--- src/hw/rtl/midi_tempo_event_extractor_top_macros.svh ---
// ----------------------------------------------------------------------------
// midi_tempo_event_extractor_top_macros
// Assertion macros shared by the tempo extractor RTL.
// ----------------------------------------------------------------------------
// Define ASSERT_OFF to compile every check away.
`ifndef MIDI_TEMPO_EVENT_EXTRACTOR_TOP_MACROS_SVH
`define MIDI_TEMPO_EVENT_EXTRACTOR_TOP_MACROS_SVH
`ifndef ASSERT_OFF
// Property must hold at every clock edge outside reset.
`define MTE_ASSERT(label, prop) \
  label: assert property (@(posedge clk_i) disable iff (!rst_ni) (prop)) \
    else $error("mte assertion failed");
// Condition must never be seen outside reset.
`define MTE_ASSERT_NEVER(label, cond) \
  label: assert property (@(posedge clk_i) disable iff (!rst_ni) !(cond)) \
    else $error("mte forbidden condition seen");
`else
`define MTE_ASSERT(label, prop)
`define MTE_ASSERT_NEVER(label, cond)
`endif
`endif

--- src/hw/rtl/mte_pkg.sv ---
// ----------------------------------------------------------------------------
// mte_pkg
// Types and constants of the MIDI set-tempo event extractor.
// ----------------------------------------------------------------------------
package mte_pkg;

  localparam int unsigned HdrLen   = 14;
  localparam int unsigned TagLen   = 4;
  localparam int unsigned ChunkLen = 8;

  localparam logic [7:0] StatusMeta  = 8'hFF;
  localparam logic [7:0] StatusSysex = 8'hF0;
  localparam logic [7:0] StatusEscape = 8'hF7;
  localparam logic [7:0] MetaTempo   = 8'h51;
  localparam logic [7:0] MetaEot     = 8'h2F;
  localparam logic [31:0] TempoLen   = 32'd3;

  // Channel message status nibbles.
  localparam logic [3:0] ChanNoteOff   = 4'h8;
  localparam logic [3:0] ChanNoteOn    = 4'h9;
  localparam logic [3:0] ChanPolyPress = 4'hA;
  localparam logic [3:0] ChanControl   = 4'hB;
  localparam logic [3:0] ChanProgram   = 4'hC;
  localparam logic [3:0] ChanPressure  = 4'hD;
  localparam logic [3:0] ChanPitch     = 4'hE;

  // "MTrk"
  localparam logic [7:0] TagBytes [TagLen] = '{8'h4D, 8'h54, 8'h72, 8'h6B};

  typedef enum logic [10:0] {
    PH_HEADER  = 11'b000_0000_0001,
    PH_CHUNK   = 11'b000_0000_0010,
    PH_DELTA   = 11'b000_0000_0100,
    PH_STATUS  = 11'b000_0000_1000,
    PH_MTYPE   = 11'b000_0001_0000,
    PH_MLEN    = 11'b000_0010_0000,
    PH_TEMPO   = 11'b000_0100_0000,
    PH_SKIP    = 11'b000_1000_0000,
    PH_SXLEN   = 11'b001_0000_0000,
    PH_ABANDON = 11'b010_0000_0000,
    PH_DONE    = 11'b100_0000_0000
  } mte_phase_e;

  typedef enum logic [1:0] {
    KIND_TEMPO     = 2'd0,
    KIND_END_CLEAN = 2'd1,
    KIND_END_TRUNC = 2'd2
  } mte_kind_e;

  typedef struct packed {
    mte_kind_e   kind;
    logic [15:0] track;
    logic [31:0] tick;
    logic [23:0] tempo;
    logic        last;
  } mte_result_t;

  // Results produced by one byte, oldest in slot 0.
  typedef struct packed {
    logic [1:0]          cnt;
    mte_result_t [1:0]   res;
  } mte_push_t;

endpackage

--- src/hw/rtl/midi_tempo_event_extractor_top.sv ---
// ----------------------------------------------------------------------------
// midi_tempo_event_extractor_top
// Streaming set-tempo event extractor for Standard MIDI Files.
// ----------------------------------------------------------------------------
// Usage:
//   Input channel: one file byte per transaction (file_byte_i) with
//   end_of_file_i marking the last byte. A transaction completes on a clock
//   edge with in_valid_i high and in_stall_o low.
//   Output channel: one result per transaction, same valid/stall rule.
//   A set-tempo meta with a nonzero tempo yields a tempo result on its
//   third data byte; the last byte of the file adds an end result (clean
//   or truncated track), after which the parser is back in its reset state
//   for the next file. A result passes the input register, then the parser
//   step into the result queue, before it is offered.
//   Throughput: one byte per cycle while the queue has room; the parser
//   step is combinational. Only a final byte can yield two results.
//   Stall: when the receiver stalls, results collect in a four-entry queue;
//   the input register holds its byte once the queue lacks room for two
//   results, and in_stall_o rises until space frees up.
//   Reset: rst_ni clears the parser state, input register and queue.
// ----------------------------------------------------------------------------
module midi_tempo_event_extractor_top import mte_pkg::*; (
  input  logic        clk_i,
  input  logic        rst_ni,
  input  logic        in_valid_i,
  output logic        in_stall_o,
  input  logic [7:0]  file_byte_i,
  input  logic        end_of_file_i,
  output logic        out_valid_o,
  input  logic        out_stall_i,
  output logic [1:0]  result_kind_o,
  output logic [15:0] track_number_o,
  output logic [31:0] event_tick_o,
  output logic [23:0] tempo_us_o,
  output logic        last_result_o
);

  logic        stage_valid_q, stage_valid_d;
  logic [7:0]  stage_byte_q;
  logic        stage_eof_q;
  logic        room;
  logic        advance;
  logic        accept;
  mte_push_t   push;
  mte_result_t out_res;

  // Advance the held byte into the parser only when the queue can take both
  // possible results; hold it otherwise.
  assign advance    = stage_valid_q && room;
  assign in_stall_o = stage_valid_q && !room;
  assign accept     = in_valid_i && !in_stall_o;

  always_comb begin
    stage_valid_d = stage_valid_q;
    if (accept) begin
      stage_valid_d = 1'b1;
    end else if (advance) begin
      stage_valid_d = 1'b0;
    end
  end

  always_ff @(posedge clk_i or negedge rst_ni) begin
    if (!rst_ni) begin
      stage_valid_q <= 1'b0;
    end else begin
      stage_valid_q <= stage_valid_d;
    end
  end

  // Input payload register, loaded on every accepted transaction.
  always_ff @(posedge clk_i) begin
    if (accept) begin
      stage_byte_q <= file_byte_i;
      stage_eof_q  <= end_of_file_i;
    end
  end

  mte_parser u_parser (
    .clk_i         (clk_i),
    .rst_ni        (rst_ni),
    .go_i          (advance),
    .file_byte_i   (stage_byte_q),
    .end_of_file_i (stage_eof_q),
    .push_o        (push)
  );

  mte_result_fifo u_fifo (
    .clk_i       (clk_i),
    .rst_ni      (rst_ni),
    .push_i      (push),
    .room_o      (room),
    .out_valid_o (out_valid_o),
    .out_stall_i (out_stall_i),
    .out_res_o   (out_res)
  );

  // Drive the result fields straight from the queue head.
  assign result_kind_o  = out_res.kind;
  assign track_number_o = out_res.track;
  assign event_tick_o   = out_res.tick;
  assign tempo_us_o     = out_res.tempo;
  assign last_result_o  = out_res.last;

endmodule

--- src/hw/rtl/mte_parser.sv ---
// ----------------------------------------------------------------------------
// mte_parser
// Byte-wise file parser: state registers plus the combinational step logic.
// ----------------------------------------------------------------------------
`include "midi_tempo_event_extractor_top_macros.svh"

module mte_parser import mte_pkg::*; (
  input  logic       clk_i,
  input  logic       rst_ni,
  input  logic       go_i,
  input  logic [7:0] file_byte_i,
  input  logic       end_of_file_i,
  output mte_push_t  push_o
);

  mte_phase_e  phase_q, phase_d;
  logic [3:0]  hdr_seen_q, hdr_seen_d;
  logic [2:0]  chunk_idx_q, chunk_idx_d;
  logic        tag_ok_q, tag_ok_d;
  logic [31:0] trk_left_q, trk_left_d;
  logic [31:0] tick_q, tick_d;
  logic [7:0]  rs_q, rs_d;
  logic        rs_vld_q, rs_vld_d;
  logic [15:0] track_q, track_d;
  logic [31:0] vacc_q, vacc_d;
  logic [7:0]  meta_q, meta_d;
  logic [31:0] skip_q, skip_d;
  logic [23:0] tacc_q, tacc_d;
  logic [1:0]  tseen_q, tseen_d;

  logic [31:0] vacc_sh;
  logic [7:0]  st;
  logic        st_explicit;
  logic        skip_req;
  logic [31:0] skip_len;
  logic        in_track;
  logic        truncated;
  mte_result_t tempo_res;
  mte_result_t end_res;
  logic        have_tempo;

  assign vacc_sh = {vacc_q[24:0], file_byte_i[6:0]};

  always_comb begin
    phase_d     = phase_q;
    hdr_seen_d  = hdr_seen_q;
    chunk_idx_d = chunk_idx_q;
    tag_ok_d    = tag_ok_q;
    trk_left_d  = trk_left_q;
    tick_d      = tick_q;
    rs_d        = rs_q;
    rs_vld_d    = rs_vld_q;
    track_d     = track_q;
    vacc_d      = vacc_q;
    meta_d      = meta_q;
    skip_d      = skip_q;
    tacc_d      = tacc_q;
    tseen_d     = tseen_q;
    skip_req    = 1'b0;
    skip_len    = '0;
    have_tempo  = 1'b0;
    st          = file_byte_i[7] ? file_byte_i : rs_q;
    st_explicit = file_byte_i[7];
    in_track    = phase_q inside {PH_DELTA, PH_STATUS, PH_MTYPE, PH_MLEN, PH_TEMPO,
                                  PH_SKIP, PH_SXLEN, PH_ABANDON};

    case (phase_q)
      PH_HEADER: begin
        hdr_seen_d = hdr_seen_q + 4'd1;
        if (hdr_seen_d >= 4'(HdrLen)) begin
          phase_d     = PH_CHUNK;
          chunk_idx_d = '0;
          tag_ok_d    = 1'b1;
        end
      end
      PH_CHUNK: begin
        if (!chunk_idx_q[2]) begin
          if (file_byte_i != TagBytes[chunk_idx_q[1:0]]) tag_ok_d = 1'b0;
        end else begin
          trk_left_d = {trk_left_q[23:0], file_byte_i};
        end
        if (chunk_idx_q == 3'(ChunkLen - 1)) begin
          chunk_idx_d = '0;
          if (!tag_ok_d) begin
            phase_d = PH_DONE;
          end else if (trk_left_d == '0) begin
            if (track_q != '1) track_d = track_q + 16'd1;
            tag_ok_d = 1'b1;
          end else begin
            tick_d   = '0;
            rs_vld_d = 1'b0;
            rs_d     = '0;
            phase_d  = PH_DELTA;
            vacc_d   = '0;
          end
        end else begin
          chunk_idx_d = chunk_idx_q + 3'd1;
        end
        if (chunk_idx_d == '0 && phase_d == PH_CHUNK) trk_left_d = '0;
      end
      PH_DELTA: begin
        vacc_d = vacc_sh;
        if (!file_byte_i[7]) begin
          tick_d  = tick_q + vacc_sh;
          phase_d = PH_STATUS;
        end
      end
      PH_STATUS: begin
        if (!file_byte_i[7] && !rs_vld_q) begin
          phase_d = PH_ABANDON;
        end else begin
          if (st != StatusSysex && st != StatusEscape && st != StatusMeta) begin
            rs_d     = st;
            rs_vld_d = 1'b1;
          end
          if (st_explicit && st == StatusMeta) begin
            phase_d = PH_MTYPE;
          end else if (st_explicit && (st == StatusSysex || st == StatusEscape)) begin
            phase_d = PH_SXLEN;
            vacc_d  = '0;
          end else begin
            case (st[7:4])
              ChanNoteOff, ChanNoteOn, ChanPolyPress, ChanControl, ChanPitch: begin
                skip_req = 1'b1;
                skip_len = st_explicit ? 32'd2 : 32'd1;
              end
              ChanProgram, ChanPressure: begin
                skip_req = 1'b1;
                skip_len = st_explicit ? 32'd1 : 32'd0;
              end
              default: phase_d = PH_ABANDON;
            endcase
          end
        end
      end
      PH_MTYPE: begin
        meta_d = file_byte_i;
        if (file_byte_i == MetaEot) begin
          phase_d = PH_ABANDON;
        end else begin
          phase_d = PH_MLEN;
          vacc_d  = '0;
        end
      end
      PH_MLEN: begin
        vacc_d = vacc_sh;
        if (!file_byte_i[7]) begin
          if (meta_q == MetaTempo && vacc_sh == TempoLen) begin
            phase_d = PH_TEMPO;
            tacc_d  = '0;
            tseen_d = '0;
          end else begin
            skip_req = 1'b1;
            skip_len = vacc_sh;
          end
        end
      end
      PH_TEMPO: begin
        tacc_d  = {tacc_q[15:0], file_byte_i};
        tseen_d = tseen_q + 2'd1;
        if (tseen_d == 2'd3) begin
          tseen_d    = '0;
          have_tempo = (tacc_d != '0);
          phase_d    = PH_DELTA;
          vacc_d     = '0;
        end
      end
      PH_SKIP: begin
        skip_d = skip_q - 32'd1;
        if (skip_d == '0) begin
          phase_d = PH_DELTA;
          vacc_d  = '0;
        end
      end
      PH_SXLEN: begin
        vacc_d = vacc_sh;
        if (!file_byte_i[7]) begin
          skip_req = 1'b1;
          skip_len = vacc_sh;
        end
      end
      PH_ABANDON: begin
      end
      default: phase_d = PH_DONE;
    endcase

    // Enter a data skip, or go straight to the next delta when nothing to skip.
    if (skip_req) begin
      if (skip_len == '0) begin
        phase_d = PH_DELTA;
        vacc_d  = '0;
      end else begin
        skip_d  = skip_len;
        phase_d = PH_SKIP;
      end
    end

    tempo_res.kind  = KIND_TEMPO;
    tempo_res.track = track_q;
    tempo_res.tick  = tick_d;
    tempo_res.tempo = tacc_d;
    tempo_res.last  = !end_of_file_i;

    // Count down the track body; close the track when it runs out.
    if (in_track) begin
      trk_left_d = trk_left_q - 32'd1;
      if (trk_left_d == '0) begin
        if (track_d != '1) track_d = track_d + 16'd1;
        phase_d     = PH_CHUNK;
        chunk_idx_d = '0;
        tag_ok_d    = 1'b1;
      end
    end

    truncated = phase_d inside {PH_DELTA, PH_STATUS, PH_MTYPE, PH_MLEN, PH_TEMPO,
                                PH_SKIP, PH_SXLEN, PH_ABANDON};
    end_res.kind  = truncated ? KIND_END_TRUNC : KIND_END_CLEAN;
    end_res.track = track_d;
    end_res.tick  = '0;
    end_res.tempo = '0;
    end_res.last  = 1'b1;

    if (end_of_file_i) begin
      phase_d     = PH_HEADER;
      hdr_seen_d  = '0;
      chunk_idx_d = '0;
      tag_ok_d    = 1'b1;
      trk_left_d  = '0;
      tick_d      = '0;
      rs_d        = '0;
      rs_vld_d    = 1'b0;
      track_d     = '0;
      vacc_d      = '0;
      meta_d      = '0;
      skip_d      = '0;
      tacc_d      = '0;
      tseen_d     = '0;
    end

    push_o.res[1] = end_res;
    if (have_tempo) begin
      push_o.res[0] = tempo_res;
    end else begin
      push_o.res[0] = end_res;
    end
    if (!go_i) begin
      push_o.cnt = 2'd0;
    end else begin
      push_o.cnt = 2'(have_tempo) + 2'(end_of_file_i);
    end
  end

  always_ff @(posedge clk_i or negedge rst_ni) begin
    if (!rst_ni) begin
      phase_q     <= PH_HEADER;
      hdr_seen_q  <= '0;
      chunk_idx_q <= '0;
      tag_ok_q    <= 1'b1;
      trk_left_q  <= '0;
      tick_q      <= '0;
      rs_q        <= '0;
      rs_vld_q    <= 1'b0;
      track_q     <= '0;
      vacc_q      <= '0;
      meta_q      <= '0;
      skip_q      <= '0;
      tacc_q      <= '0;
      tseen_q     <= '0;
    end else if (go_i) begin
      phase_q     <= phase_d;
      hdr_seen_q  <= hdr_seen_d;
      chunk_idx_q <= chunk_idx_d;
      tag_ok_q    <= tag_ok_d;
      trk_left_q  <= trk_left_d;
      tick_q      <= tick_d;
      rs_q        <= rs_d;
      rs_vld_q    <= rs_vld_d;
      track_q     <= track_d;
      vacc_q      <= vacc_d;
      meta_q      <= meta_d;
      skip_q      <= skip_d;
      tacc_q      <= tacc_d;
      tseen_q     <= tseen_d;
    end
  end

  `MTE_ASSERT(a_eof_resets, (go_i && end_of_file_i) |=> (phase_q == PH_HEADER))
  `MTE_ASSERT(a_tempo_first, (push_o.cnt == 2'd2) |-> (push_o.res[0].kind == KIND_TEMPO))
  `MTE_ASSERT_NEVER(a_running_status_meta, rs_vld_q && (rs_q == StatusMeta))

endmodule

--- src/hw/rtl/mte_result_fifo.sv ---
// ----------------------------------------------------------------------------
// mte_result_fifo
// Four-entry result queue, up to two pushes and one pop per cycle.
// ----------------------------------------------------------------------------
`include "midi_tempo_event_extractor_top_macros.svh"

module mte_result_fifo import mte_pkg::*; (
  input  logic        clk_i,
  input  logic        rst_ni,
  input  mte_push_t   push_i,
  output logic        room_o,
  output logic        out_valid_o,
  input  logic        out_stall_i,
  output mte_result_t out_res_o
);

  mte_result_t mem_q [4];
  logic [1:0]  wr_ptr_q, wr_ptr_d;
  logic [1:0]  rd_ptr_q, rd_ptr_d;
  logic [2:0]  count_q, count_d;
  logic        pop;

  assign out_valid_o = (count_q != '0);
  assign pop         = out_valid_o && !out_stall_i;
  assign out_res_o   = mem_q[rd_ptr_q];
  // Leave space for the worst case of two results from one byte.
  assign room_o      = (count_q <= 3'd2);

  assign wr_ptr_d = wr_ptr_q + push_i.cnt;
  assign rd_ptr_d = rd_ptr_q + 2'(pop);
  assign count_d  = count_q + 3'(push_i.cnt) - 3'(pop);

  always_ff @(posedge clk_i) begin
    if (push_i.cnt != 2'd0) mem_q[wr_ptr_q] <= push_i.res[0];
    if (push_i.cnt == 2'd2) mem_q[wr_ptr_q + 2'd1] <= push_i.res[1];
  end

  always_ff @(posedge clk_i or negedge rst_ni) begin
    if (!rst_ni) begin
      wr_ptr_q <= '0;
      rd_ptr_q <= '0;
      count_q  <= '0;
    end else begin
      wr_ptr_q <= wr_ptr_d;
      rd_ptr_q <= rd_ptr_d;
      count_q  <= count_d;
    end
  end

  `MTE_ASSERT(a_push_has_room, (push_i.cnt != 2'd0) |-> (count_q <= 3'd2))
  `MTE_ASSERT(a_count_bound, count_q <= 3'd4)
  `MTE_ASSERT(a_ptr_gap, (wr_ptr_q - rd_ptr_q) == count_q[1:0])

endmodule

--- config.mk ---
export PLATFORM = sky130hd
export DESIGN_NAME = midi_tempo_event_extractor_top
export DESIGN_NICKNAME = d
export VERILOG_FILES = /design/src/hw/rtl/mte_pkg.sv /design/src/hw/rtl/midi_tempo_event_extractor_top.sv /design/src/hw/rtl/mte_parser.sv /design/src/hw/rtl/mte_result_fifo.sv
export VERILOG_INCLUDE_DIRS = /design/src /design/src/hw/rtl
export SDC_FILE = /design/constraint.sdc
export NUM_CORES = 1
export LEC_CHECK = 0
export ABC_AREA = 1
export BUFFER_PORTS_ARGS = -buffer_cell sky130_fd_sc_hd__buf_2
export CORE_MARGIN = 10
export CORE_UTILIZATION = 40
export CTS_CLUSTER_SIZE = 28
export DETAILED_ROUTE_END_ITERATION = 8
export GPL_TIMING_DRIVEN = 0
export HOLD_SLACK_MARGIN = 0.1
export PLACE_DENSITY = 0.67
export SETUP_SLACK_MARGIN = 0.05
export SLEW_MARGIN = 20
export SYNTH_ARGS = -nofsm -noshare
export SYNTH_HDL_FRONTEND = slang
export SYNTH_SLANG_ARGS = --single-unit
--- constraint.sdc ---
create_clock -name clk_i -period 4.6 [get_ports clk_i]
set_input_delay 0.92 -clock clk_i [delete_from_list [all_inputs] [get_ports clk_i]]
set_output_delay 0.92 -clock clk_i [all_outputs]
set_load 0.05 [all_outputs]
Yosys cells after proc, flatten, opt, wreduce, memory -nomap -nowiden
Memory sizes are Yosys's and may differ from the RTL's.
Index checks and enable logic that the tools add are counted.
{"block": "totals", "mem_count": 1, "input_bits": 13, "reg_bits": 223, "output_inout_bits": 77, "wordCells": 267, "rom_bits": 0, "ramBits": 300, "latch_bits": 0}
{"memory": "u_fifo.mem_q", "words": 4, "width": 75, "read_ports": 1, "rd_ports_with_merged_regs": 0, "wr": 2, "line": "mte_result_fifo.sv:17", "text": "mte_result_t mem_q [4];"}
{"block": "op_classes", "mul": 0, "n_mux": 136, "shift": 0, "div": 0, "n_bitwise": 1, "n_lt_le_gt_ge": 3, "n_eq_ne": 48, "n_addsub": 14, "reduce_logical": 44}
{"operator": "$mux 32", "count": 33}
{"operator": "$mux 11", "count": 18}
{"operator": "$pmux 32 s6", "count": 1}
{"operator": "$mux 16", "count": 9}
{"operator": "$logic_not 32->1", "count": 4}
{"operator": "$pmux 32 s2", "count": 2}
{"operator": "$pmux 11 s9", "count": 1}
{"operator": "$mux 8", "count": 12}
{"operator": "$pmux 32 s3", "count": 1}
{"operator": "$mux 75", "count": 1}
{"operator": "$mux 24", "count": 3}
{"operator": "$sub 32x1->32 const B", "count": 2}
{"operator": "$pmux 24 s2", "count": 1}
{"operator": "$add 16x1->16 const B", "count": 2}
{"operator": "$add 32x32->32", "count": 1}
{"operator": "$eq 32x2->1 const B", "count": 1}
{"operator": "$ne 16x16->1 const B", "count": 2}
{"operator": "$mux 1", "count": 31}
{"operator": "$eq 4x4->1 const B", "count": 7}
{"operator": "$eq 8x8->1 const B", "count": 3}
{"operator": "$ne 8x8->1 const B", "count": 3}
{"operator": "$reduce_bool 24->1", "count": 1}
{"operator": "$eq 11x10->1 const B", "count": 2}
{"operator": "$eq 11x2->1 const B", "count": 2}
{"operator": "51 further kinds", "count": 103}

Logic depth before layout (Yosys ltp)
Gate-level depths: netlist (run 1).
{"block": "depth", "ltp_word": 19, "depth_mapped": 27, "ltp_nobuf": 25}

By module
Synthesis (run 1) repeated with hierarchy kept, for this count alone.
{"block": "unflattened", "hier_cells": 4238, "hier_area_um2": 32466.1}
{"module": "mte_parser", "seq_area_each_um2": 4982.3, "cells_each": 2619, "n_inst": 1, "area_each_um2": 16900.0}
{"module": "mte_result_fifo", "seq_area_each_um2": 9183.8, "cells_each": 1601, "n_inst": 1, "area_each_um2": 15230.9}
{"module": "midi_tempo_event_extractor_top", "seq_area_each_um2": 295.3, "cells_each": 18, "n_inst": 1, "area_each_um2": 335.3}

Worst setup path after synthesis (run 1)
OpenSTA, ideal clock, no wires.
{"block": "synth_path", "path_kind": "register to register", "startpoint": "reg u_parser.phase_q[2]", "endpoint": "mem u_fifo.mem_q[0][42] (netlist name)", "path_slack_ns": 0.216, "t_required_ns": 4.468, "arrival_time_ns": 4.252, "setup_time_ns": 0.132, "synth_period_minus_slack_ns": 4.384, "path_buffers": 3, "stages_incl_launch_ff": 25, "cell_sequence": "dfrtp_1 > inv_2 > nand2_1 > nor2_1 > inv_2 > nor2_1 > inv_1 > nor2_1 > inv_2 > nor2_1 > clkbuf_1 > ha_1 > inv_1 > nor2_1 > inv_1 > nor2_1 > inv_1 > nor3_1 > inv_1 > nand2_1 > inv_1 > clkbuf_1 > buf_2 > nand2_1 > o21ai_0"}
{"item": "start, declared", "line": "mte_parser.sv:16", "text": "mte_phase_e phase_q, phase_d;"}
{"item": "start signal, assigned", "line": "mte_parser.sv:270", "text": "phase_q <= phase_d;"}
{"item": "end, declared", "line": "mte_result_fifo.sv:17"}

Worst setup path in the final report (run 1)
{"block": "layout_path", "startpoint": "reg u_fifo.rd_ptr_q[0]", "endpoint": "out event_tick_o[27]"}
{"block": "layout_between", "elab_chain_cells": 1}
{"item": "start, declared", "line": "mte_result_fifo.sv:19", "text": "logic [1:0] rd_ptr_q, rd_ptr_d;"}
{"item": "start signal, assigned", "line": "mte_result_fifo.sv:45", "text": "rd_ptr_q <= rd_ptr_d;"}
{"item": "$mem_v2 4x75"}
{"item": "end, declared", "line": "midi_tempo_event_extractor_top.sv:33", "text": "output logic [31:0] event_tick_o,"}
No other way between the ends.

==> results of run 1 <==
## worst max path at each step
stage	startpoint	to	slack, ns	cells after the start
5_1_grt	u_parser.phase_q[2]$_DFFE_PN0P_	u_fifo.mem_q[2][53]$_SDFFE_PP0P_	0.05	23
3_5_place_dp	stage_byte_q[3]$_DFFE_PP_	u_fifo.mem_q[2][53]$_SDFFE_PP0P_	-2.61	21
2_1_floorplan	u_parser.phase_q[2]$_DFFE_PN0P_	u_fifo.mem_q[0][42]$_SDFFE_PP0P_	0.22	24
3_3_place_gp	stage_byte_q[3]$_DFFE_PP_	u_fifo.mem_q[0][42]$_SDFFE_PP0P_	-2.63	21
6_report	u_fifo.rd_ptr_q[0]$_DFF_PN0_	event_tick_o[27]	0.19	5
4_1_cts	stage_byte_q[3]$_DFFE_PP_	u_fifo.mem_q[2][25]$_SDFFE_PP0P_	0.07	19
## cell type report
class	count	area (sq um)	area share [%]
multi-input cells	3034	15100	45.2
clock buffers	83	1710	5.10
well taps	959	1200	3.59
clock inverters	25	303	0.905
plain buffers	198	857	2.56
repair buffers	106	623	1.86
diodes	1	2.50	0.00748
flip-flops and latches	516	12200	36.4
inverters	385	1460	4.37
## flip-flops by register name, indices dropped and copies added, names as in the netlist, 2 cells and up
signal / count
stage_byte_q: 8
u_fifo.count_q: 3
u_fifo.mem_q: 300
u_fifo.rd_ptr_q: 2
u_fifo.wr_ptr_q: 2
u_parser.chunk_idx_q: 3
u_parser.hdr_seen_q: 4
u_parser.meta_q: 8
u_parser.phase_q: 11
u_parser.rs_q: 8
u_parser.skip_q: 32
u_parser.tacc_q: 24
u_parser.tick_q: 32
u_parser.track_q: 16
u_parser.trk_left_q: 32
u_parser.tseen_q: 2
u_parser.vacc_q: 25
## cell usage in the layout, fill, tap and decap left out, types with 5 or more instances in the layout
cell       instances
nand2_1         1013
o21ai_0          591
nor2_1           416
inv_1            362
dfxtp_1          228
nand3_1          216
dfrtp_1          205
clkbuf_1         155
o22ai_1          153
buf_2            112
a21oi_1          101
edfxtp_1          81
o21ai_1           70
clkbuf_16         59
nand4_1           58
xor2_1            52
ha_1              46
nor3_1            42
o211ai_1          38
a22oi_1           35
nand2_2           19
or2_2             19
nor4_1            16
a22o_1            16
nor2_2            15
inv_2             15
buf_4             15
clkinv_2          14
clkbuf_8          14
nand3_2           12
nor2_4            11
buf_1             10
a31oi_1           10
buf_6              8
o21a_1             8
clkbuf_2           7
nor3_4             7
o221ai_1           6
a21o_1             5
## critical path, delay by kind of cell, from the launching register on
kind            cells  cell delay (ns)
buf+inv             3             1.59
flops               1             0.69
compound gates      2             0.54
## report_power, final
group / leakage (uW) / internal (uW) / switching [uW]
Combinational: 0.00792 / 1270 / 5190
Clock: 0.000995 / 2820 / 2070
Sequential: 0.00544 / 4830 / 166
## routing by layer
layer	vias up	routed length, um
met1	14200	45400
met3	246	8500
met2	1381	48500
met5	-	0
li1	14300	-
met4	0	4340
## per-stage QoR
step                util, %  total power [uW]  TNS (ns)  worst slack (ns)
floorplan                 -              9180         0             0.216
detailed placement     42.7             11400   -758.02             -2.61
CTS                    45.7             16300         0            0.0743
finish                 45.9             16300         0             0.190
global placement       42.6             11400   -996.26             -2.63
global route           45.9             17000         0            0.0503
## cells by family (layout without fill, tap and decap cells)
| logic type | count (synthesis) | count (layout) | share of synthesized area (%) |
|---|---|---|---|
| AOI/OAI and AO/OA | 1060 | 1060 | 20.1 |
| xor gates and xnor gates | 58 | 58 | 1.79 |
| adders and majority gates | 49 | 49 | 2.14 |
| buffers and inverters | 587 | 797 | 7.81 |
| DFF | 516 | 516 | 41.4 |
| other | 0 | 1 | 0 |
| and+or+nand+nor | 1865 | 1867 | 26.8 |
## what timing repair did
item,in CTS,in global routing
pin swaps,7,2
gates resized for setup,38,24
setup endpoints to repair,374,262
buffers inserted,9,6
cloned,0,2
==> insert_results.sql, run 1 <==
INSERT INTO impl_metrics (metric_group, metric, value, unit) VALUES
('outcome', 'status', 'finished, final reports clean', ''),
('layout', 'drive_gt1_share', '8.51', '%'),
('yosys', 'post_synth_inst_count', '4135', ''),
('pwr', 'vdd.ir_drop.worst', '473', 'uV'),
('sta', 'worst_pin_slew', '1.23', 'ns'),
('worst_hold_path', 'kind_of_path_behind_the_tightest_hold_check', 'input pin to async pin', ''),
('sta', 'maxClockFrequency', '227', 'MHz'),
('clock_tree', 'clock_tree.root_cell', 'clkbuf_16', ''),
('floorplan', 'fp-row-count', '99', ''),
('grt', 'first_global_vias', '28400', ''),
('detailed_routing', 'routed_wirelength', '107', 'mm'),
('worst_setup_path', 'regToRegSetupSlack', '0.27', 'ns'),
('clock_tree', 'clock_latency', '0.66', 'ns'),
('worst_setup_path', 'setup.worst_path.end_class', 'primary output', ''),
('layout', 'growth_of_design_area_from_synthesis_to_finish', '13.8', '%'),
('grt', 'antenna_found_initial', '1', ''),
('sta', 'rsz_0062_raised_after_global_routing', 'no', ''),
('yosys', 'synthesis.yosys.warnings', '0', ''),
('yosys', 'postSynth.asyncResetShare', '40.1', '%'),
('floorplan', 'die_w', '291', 'um'),
('sta', 'report.final.slew_viol_count', '0', ''),
('worst_setup_path', 'timing.setup.critical_path_class', 'flop to primary output', ''),
('detailed_routing', 'antenna_left', '0', ''),
('yosys', 'seq_total_area_yosys', '41.4', '%'),
('yosys', 'ys.flop_type', 'dfxtp_1', ''),
('clock_tree', 'cts.sinks', '516', ''),
('yosys', 'yosys.cell_count.top_type', 'nand2_1', ''),
('placed_design', 'hpwl_after_detailed_placement', '79.6', 'mm'),
('worst_setup_path', 'critical_path_peak_fanout', '10', ''),
('sta', 'final.min_clock_period', '4.41', 'ns'),
('clock_tree', 'clk_pin_slew', '0.07', 'ns'),
('worst_setup_path', 'reg2regPathDepth', '19', ''),
('grt', 'grt_use_met1', '32.0', '%'),
('yosys', 'synth_commonest_cells', 'nand2_1 (1017), o21ai_0 (595), nor2_1 (421)', ''),
('yosys', 'yosys.area.top_type_share', '17.4', '%'),
('yosys', 'synth_enable_flop_cells', '81', ''),
('worst_setup_path', 'start_kind', 'flop', ''),
('floorplan', 'floorplan.core_area', '73000', 'sq um'),
('grt', 'global_route.peak_usage_layer', 'met2', ''),
('clock_tree', 'numCtsBuffers', '57', ''),
('clock_tree', 'htreeDepth', '2', ''),
('grt', 'grt_pass1_wl', '165', 'mm'),
('clock_tree', 'hold_buffers_post_cts', '0', ''),
('detailed_routing', 'detail_route.vias_per_cell', '5.67', ''),
('sta', 'whs', '0.156', 'ns'),
('placed_design', 'detailed_place.area', '31100', 'sq um'),
('layout', 'instances_no_fill', '5307', ''),
('placed_design', 'place_inst', '5185', ''),
('yosys', 'synthDominantAreaCellType', 'dfrtp_1', ''),
('pwr', 'power.leakage', '0.0143', 'uW'),
('yosys', 'yosys_register_bits', '516', ''),
('worst_setup_path', 'crit_path_cell_trace', 'clkbuf_1 -> clkbuf_1 -> o21ai_0 -> o22ai_1 -> buf_2', ''),
('grt', 'globalRoute.totalOverflow', '0', ''),
('floorplan', 'chipHeight', '291', 'um'),
('grt', 'groute.usage.overall', '24.0', '%'),
('sta', 'worst_slew_margin_rel', '17.4', '%'),
('worst_setup_path', 'critical_path_arrival', '3.49', 'ns'),
('floorplan', 'design.die.area', '84800', 'sq um'),
('worst_setup_path', 'worstReg2RegEnd', 'u_fifo.mem_q[3][43]$_SDFFE_PP0P_', ''),
('layout', 'final_design_area_excluding_fillers', '33500', 'sq um'),
('placed_design', 'numPortBuffers', '89', ''),
('worst_setup_path', 'critPathMaxStageDelay', '0.69', 'ns'),
('grt', 'grt.met3_usage', '3.34', '%'),
('clock_tree', 'cts_buffer_depth', '3', ''),
('worst_setup_path', 'reg2reg_from', 'stage_byte_q[2]$_DFFE_PP_', ''),
('detailed_routing', 'routed_length_per_instance', '20.1', 'um'),
('sta', 'report.final.setup_viol', '0', ''),
('sta', 'worst_clock_skew', '0.0482', 'ns'),
('yosys', 'avgSynthCellArea', '7.11', 'sq um'),
('sta', 'timing_hold_violations_final', '0', ''),
('sta', 'finalCritPeriodShare', '95.9', '%');
Power figures use the tool's default switching activity.
==> run 2, diff against run 1 <==
--- a/config.mk
+++ b/config.mk
@@ -9,13 +9,12 @@
 export ABC_AREA = 1
 export BUFFER_PORTS_ARGS = -buffer_cell sky130_fd_sc_hd__buf_2
 export CORE_MARGIN = 10
-export CORE_UTILIZATION = 40
+export CORE_UTILIZATION = 45
 export CTS_CLUSTER_SIZE = 28
 export DETAILED_ROUTE_END_ITERATION = 8
 export GPL_TIMING_DRIVEN = 0
 export HOLD_SLACK_MARGIN = 0.1
-export PLACE_DENSITY = 0.67
-export SETUP_SLACK_MARGIN = 0.05
+export PLACE_DENSITY = 0.73
 export SLEW_MARGIN = 20
 export SYNTH_ARGS = -nofsm -noshare
 export SYNTH_HDL_FRONTEND = slang
==> run 2 against run 1 <==
  * Global-route usage rose by 2.5 points
  * Clock power about the same
  * Maximum frequency down 0.82%
  * Register-to-register slack got worse by 0.12 ns
  * Non-clock buffer count decreased by 4
  * Highest routed layer unchanged
  * Sequential cell count unchanged
  * Critical path type is now flop to flop
  * Power about the same
  * First-iteration DRC count increased by 11%
  * Critical endpoint is now u_fifo.mem_q[2][62]$_DFFE_PP_
  * Utilization is 5.6 points higher
  * Cell area decreased by 0.65%
  * Cell count decreased by 2.1%
  * Sequential power about the same
==> insert_results.sql, run 2 (synthesis results as in run 1) <==
INSERT INTO impl_metrics (metric_group, metric, value, unit) VALUES
('grt', 'globalRoute.totalOverflow', '0', ''),
('pwr', 'vdd.ir_drop.worst', '361', 'uV'),
('sta', 'final.setup.worst_slack', '0.153', 'ns'),
('layout', 'drive_gt1_share', '8.25', '%'),
('clock_tree', 'tritoncts', 'built', ''),
('pwr', 'power.share.combinational', '39.3', '%'),
('worst_setup_path', 'critical_path.slowest_cell', 'clkbuf_1', ''),
('clock_tree', 'clock_tree.root_cell', 'clkbuf_16', ''),
('layout', 'insertedDiodeCount', '0', ''),
('grt', 'grt_pass1_wl', '160', 'mm'),
('detailed_routing', 'antenna_left', '0', ''),
('detailed_routing', 'detail_route.vias_per_cell', '5.82', ''),
('worst_setup_path', 'crit_path_cell_trace', 'clkinvlp_4 -> nand3_2 -> nor4_1 -> nand4_1 -> nand2_1 -> nor2_4 -> ha_1 -> inv_1 -> nor2_2 -> nor2_4 -> inv_1 -> nand2_1 -> clkbuf_2 -> inv_1 -> clkbuf_1 -> nand3_1 -> nand2_1', ''),
('pwr', 'power.share.clock', '30.0', '%'),
('floorplan', 'chipHeight', '276', 'um'),
('placed_design', 'final_estimated_routing_congestion_in_global_placement', '0.992', ''),
('placed_design', 'post-place-ws', '-2.63', 'ns'),
('grt', 'groute.usage.overall', '26.5', '%'),
('sta', 'whs', '0.174', 'ns'),
('clock_tree', 'clock_latency', '0.67', 'ns'),
('sta', 'worst_clock_skew', '0.0570', 'ns'),
('pwr', 'seqPwrFrac', '30.7', '%'),
('worst_setup_path', 'critical_path_peak_fanout', '10', ''),
('layout', 'final_cell_mix', 'nand2_1 (1013), o21ai_0 (592), nor2_1 (415)', ''),
('floorplan', 'die_w', '276', 'um'),
('pwr', 'power.leakage', '0.0143', 'uW'),
('worst_setup_path', 'regToRegSetupSlack', '0.15', 'ns'),
('detailed_routing', 'drt_iter0_drc', '3871', ''),
('floorplan', 'design.die.area', '76000', 'sq um'),
('worst_setup_path', 'setup.worst_path.end_class', 'flop', ''),
('detailed_routing', 'drc', '0', ''),
('floorplan', 'fp-row-count', '93', ''),
('clock_tree', 'cts.sinks', '516', ''),
('floorplan', 'initial_core_util', '45.5', '%'),
('detailed_routing', 'routed_length_per_instance', '19.8', 'um'),
('worst_setup_path', 'critPathMaxStageDelay', '0.55', 'ns'),
('sta', 'rsz_0062_raised_after_global_routing', 'no', ''),
('worst_setup_path', 'critical_path_required', '5.10', 'ns'),
('run', 'max_cap_violations', '0', ''),
('clock_tree', 'htreeDepth', '2', ''),
('worst_hold_path', 'kind_of_path_behind_the_tightest_hold_check', 'input pin to async pin', ''),
('layout', 'regArea', '12200', 'sq um'),
('worst_setup_path', 'start_kind', 'flop', ''),
('layout', 'multi_input_comb_area', '15100', 'sq um'),
('placed_design', 'numPortBuffers', '89', ''),
('layout', 'mostFrequentLayoutCell', 'nand2_1', ''),
('layout', 'nets', '4353', ''),
('layout', 'core_utilization_of_the_finished_layout', '51.5', '%'),
('sta', 'worst_pin_slew', '1.27', 'ns'),
('pwr', 'finalPower', '16300', 'uW'),
('sta', 'timing_hold_violations_final', '0', ''),
('pwr', 'power_per_cell_area', '491', 'nW/um^2'),
('pwr', 'cell_internal_pwr', '8940', 'uW'),
('detailed_routing', 'vias', '30200', ''),
('outcome', 'status', 'finished, final reports clean', ''),
('sta', 'maxClockFrequency', '225', 'MHz'),
('sta', 'finalCritPeriodShare', '96.7', '%'),
('sta', 'final.min_clock_period', '4.45', 'ns'),
('detailed_routing', 'routed_wirelength', '103', 'mm'),
('layout', 'register_bank_with_the_most_flops', 'u_fifo.mem_q', ''),
('worst_setup_path', 'reg2reg_from', 'stage_byte_q[2]$_DFFE_PP_', ''),
('pwr', 'switching_share', '45.3', '%'),
('clock_tree', 'cts_buffer_depth', '3', ''),
('detailed_routing', 'drt_pass1_iterations', '8', ''),
('floorplan', 'floorplan.core_area', '64600', 'sq um'),
('worst_setup_path', 'worstReg2RegEnd', 'u_fifo.mem_q[2][62]$_DFFE_PP_', ''),
('sta', 'report.final.setup_viol', '0', ''),
('clock_tree', 'numCtsBuffers', '56', ''),
('grt', 'antenna_found_initial', '1', ''),
('worst_setup_path', 'timing.setup.critical_path_class', 'flop to flop', ''),
('layout', 'growth_of_design_area_from_synthesis_to_finish', '13.0', '%'),
('clock_tree', 'clk_pin_slew', '0.07', 'ns'),
('floorplan', 'count_of_boundary_i_o_pins', '90', ''),
('grt', 'largest_net_degree_at_the_start_of_global_routing', '85', ''),
('pwr', 'power.net_switching', '7390', 'uW'),
('placed_design', 'hpwl_after_detailed_placement', '76.4', 'mm'),
('layout', 'num-fill-cells', '6318', ''),
('grt', 'first_global_vias', '28300', ''),
('sta', 'worst_slew_margin_rel', '14.6', '%'),
('layout', 'largest_reg_flops', '300', ''),
('worst_setup_path', 'critical_path_arrival', '4.95', 'ns'),
('sta', 'report.final.slew_viol_count', '0', ''),
('worst_setup_path', 'reg2regPathDepth', '17', '');
-- run 2: final cells by class --
type | count | area share [%]
Tap cell | 855 | 3.22
Buffer | 198 | 2.54
Clock buffer | 76 | 4.81
Clock inverter | 29 | 1.23
Multi-Input combinational cell | 3032 | 45.4
Inverter | 385 | 4.39
Sequential cell | 516 | 36.6
Timing Repair Buffer | 102 | 1.78
-- run 2: what timing repair did --
action,in CTS,in global routing
setup buffers,11,0
resized for setup,34,12
pin swaps,7,0
hold buffers,0,0
endpoints found under the setup margin,374,219
-- run 2: critical path, delay by kind of cell (launching register included) --
family | cells | cell delay (ns)
adder cells (fa/ha/maj) | 1 | 0.29
AND/OR/NAND/NOR | 10 | 1.77
buffers and inverters | 6 | 1.73
flip-flops | 1 | 0.52
-- run 2: worst max-delay path by stage --
| stage | startpoint | slack [ns] | endpoint |
|---|---|---|---|
| after detailed placement | stage_byte_q[3]$_DFFE_PP_ | -2.63 | u_fifo.mem_q[0][42]$_SDFFE_PP0P_ |
| after CTS | u_parser.phase_q[2]$_DFFE_PN0P_ | 0.02 | u_fifo.mem_q[3][43]$_SDFFE_PP0P_ |
| after global routing | stage_byte_q[2]$_DFFE_PP_ | 0.01 | u_fifo.mem_q[2][47]$_SDFFE_PP0P_ |
| after floorplan | u_parser.phase_q[2]$_DFFE_PN0P_ | 0.22 | u_fifo.mem_q[0][42]$_SDFFE_PP0P_ |
| final | stage_byte_q[2]$_DFFE_PP_ | 0.15 | u_fifo.mem_q[2][62]$_DFFE_PP_ |
| after global placement | stage_byte_q[3]$_DFFE_PP_ | -2.63 | u_fifo.mem_q[3][53]$_SDFFE_PP0P_ |
-- run 2: routing by layer --
layer	GRT usage (%)	vias to the layer above	wire length (um)
li1	-	14300	-
met1	35.0	14100	42400
met2	42.5	1508	46400
met3	4.01	283	9230
met4	12.2	0	4950
met5	0	-	0
-- run 2: power by group through the flow --
stage               logic [uW]  clock network [uW]  registers [uW]
floorplan                 4160                   0            5010
global placement          6200                   0            5100
detailed placement        6230                   0            5100
CTS                       6340                4930            5000
global route              6800                5110            5020
finish                    6420                4900            5010
-- run 2: metrics by stage --
stage | TNS (ns) | instance area (sq um) | std cells
floorplan | 0 | 29400 | 4135
global placement | -987.61 | 30900 | 5079
detailed placement | -756.77 | 31000 | 5081
CTS | 0 | 33200 | 5194
global route | 0 | 33200 | 5193
finish | 0 | 33200 | 5193
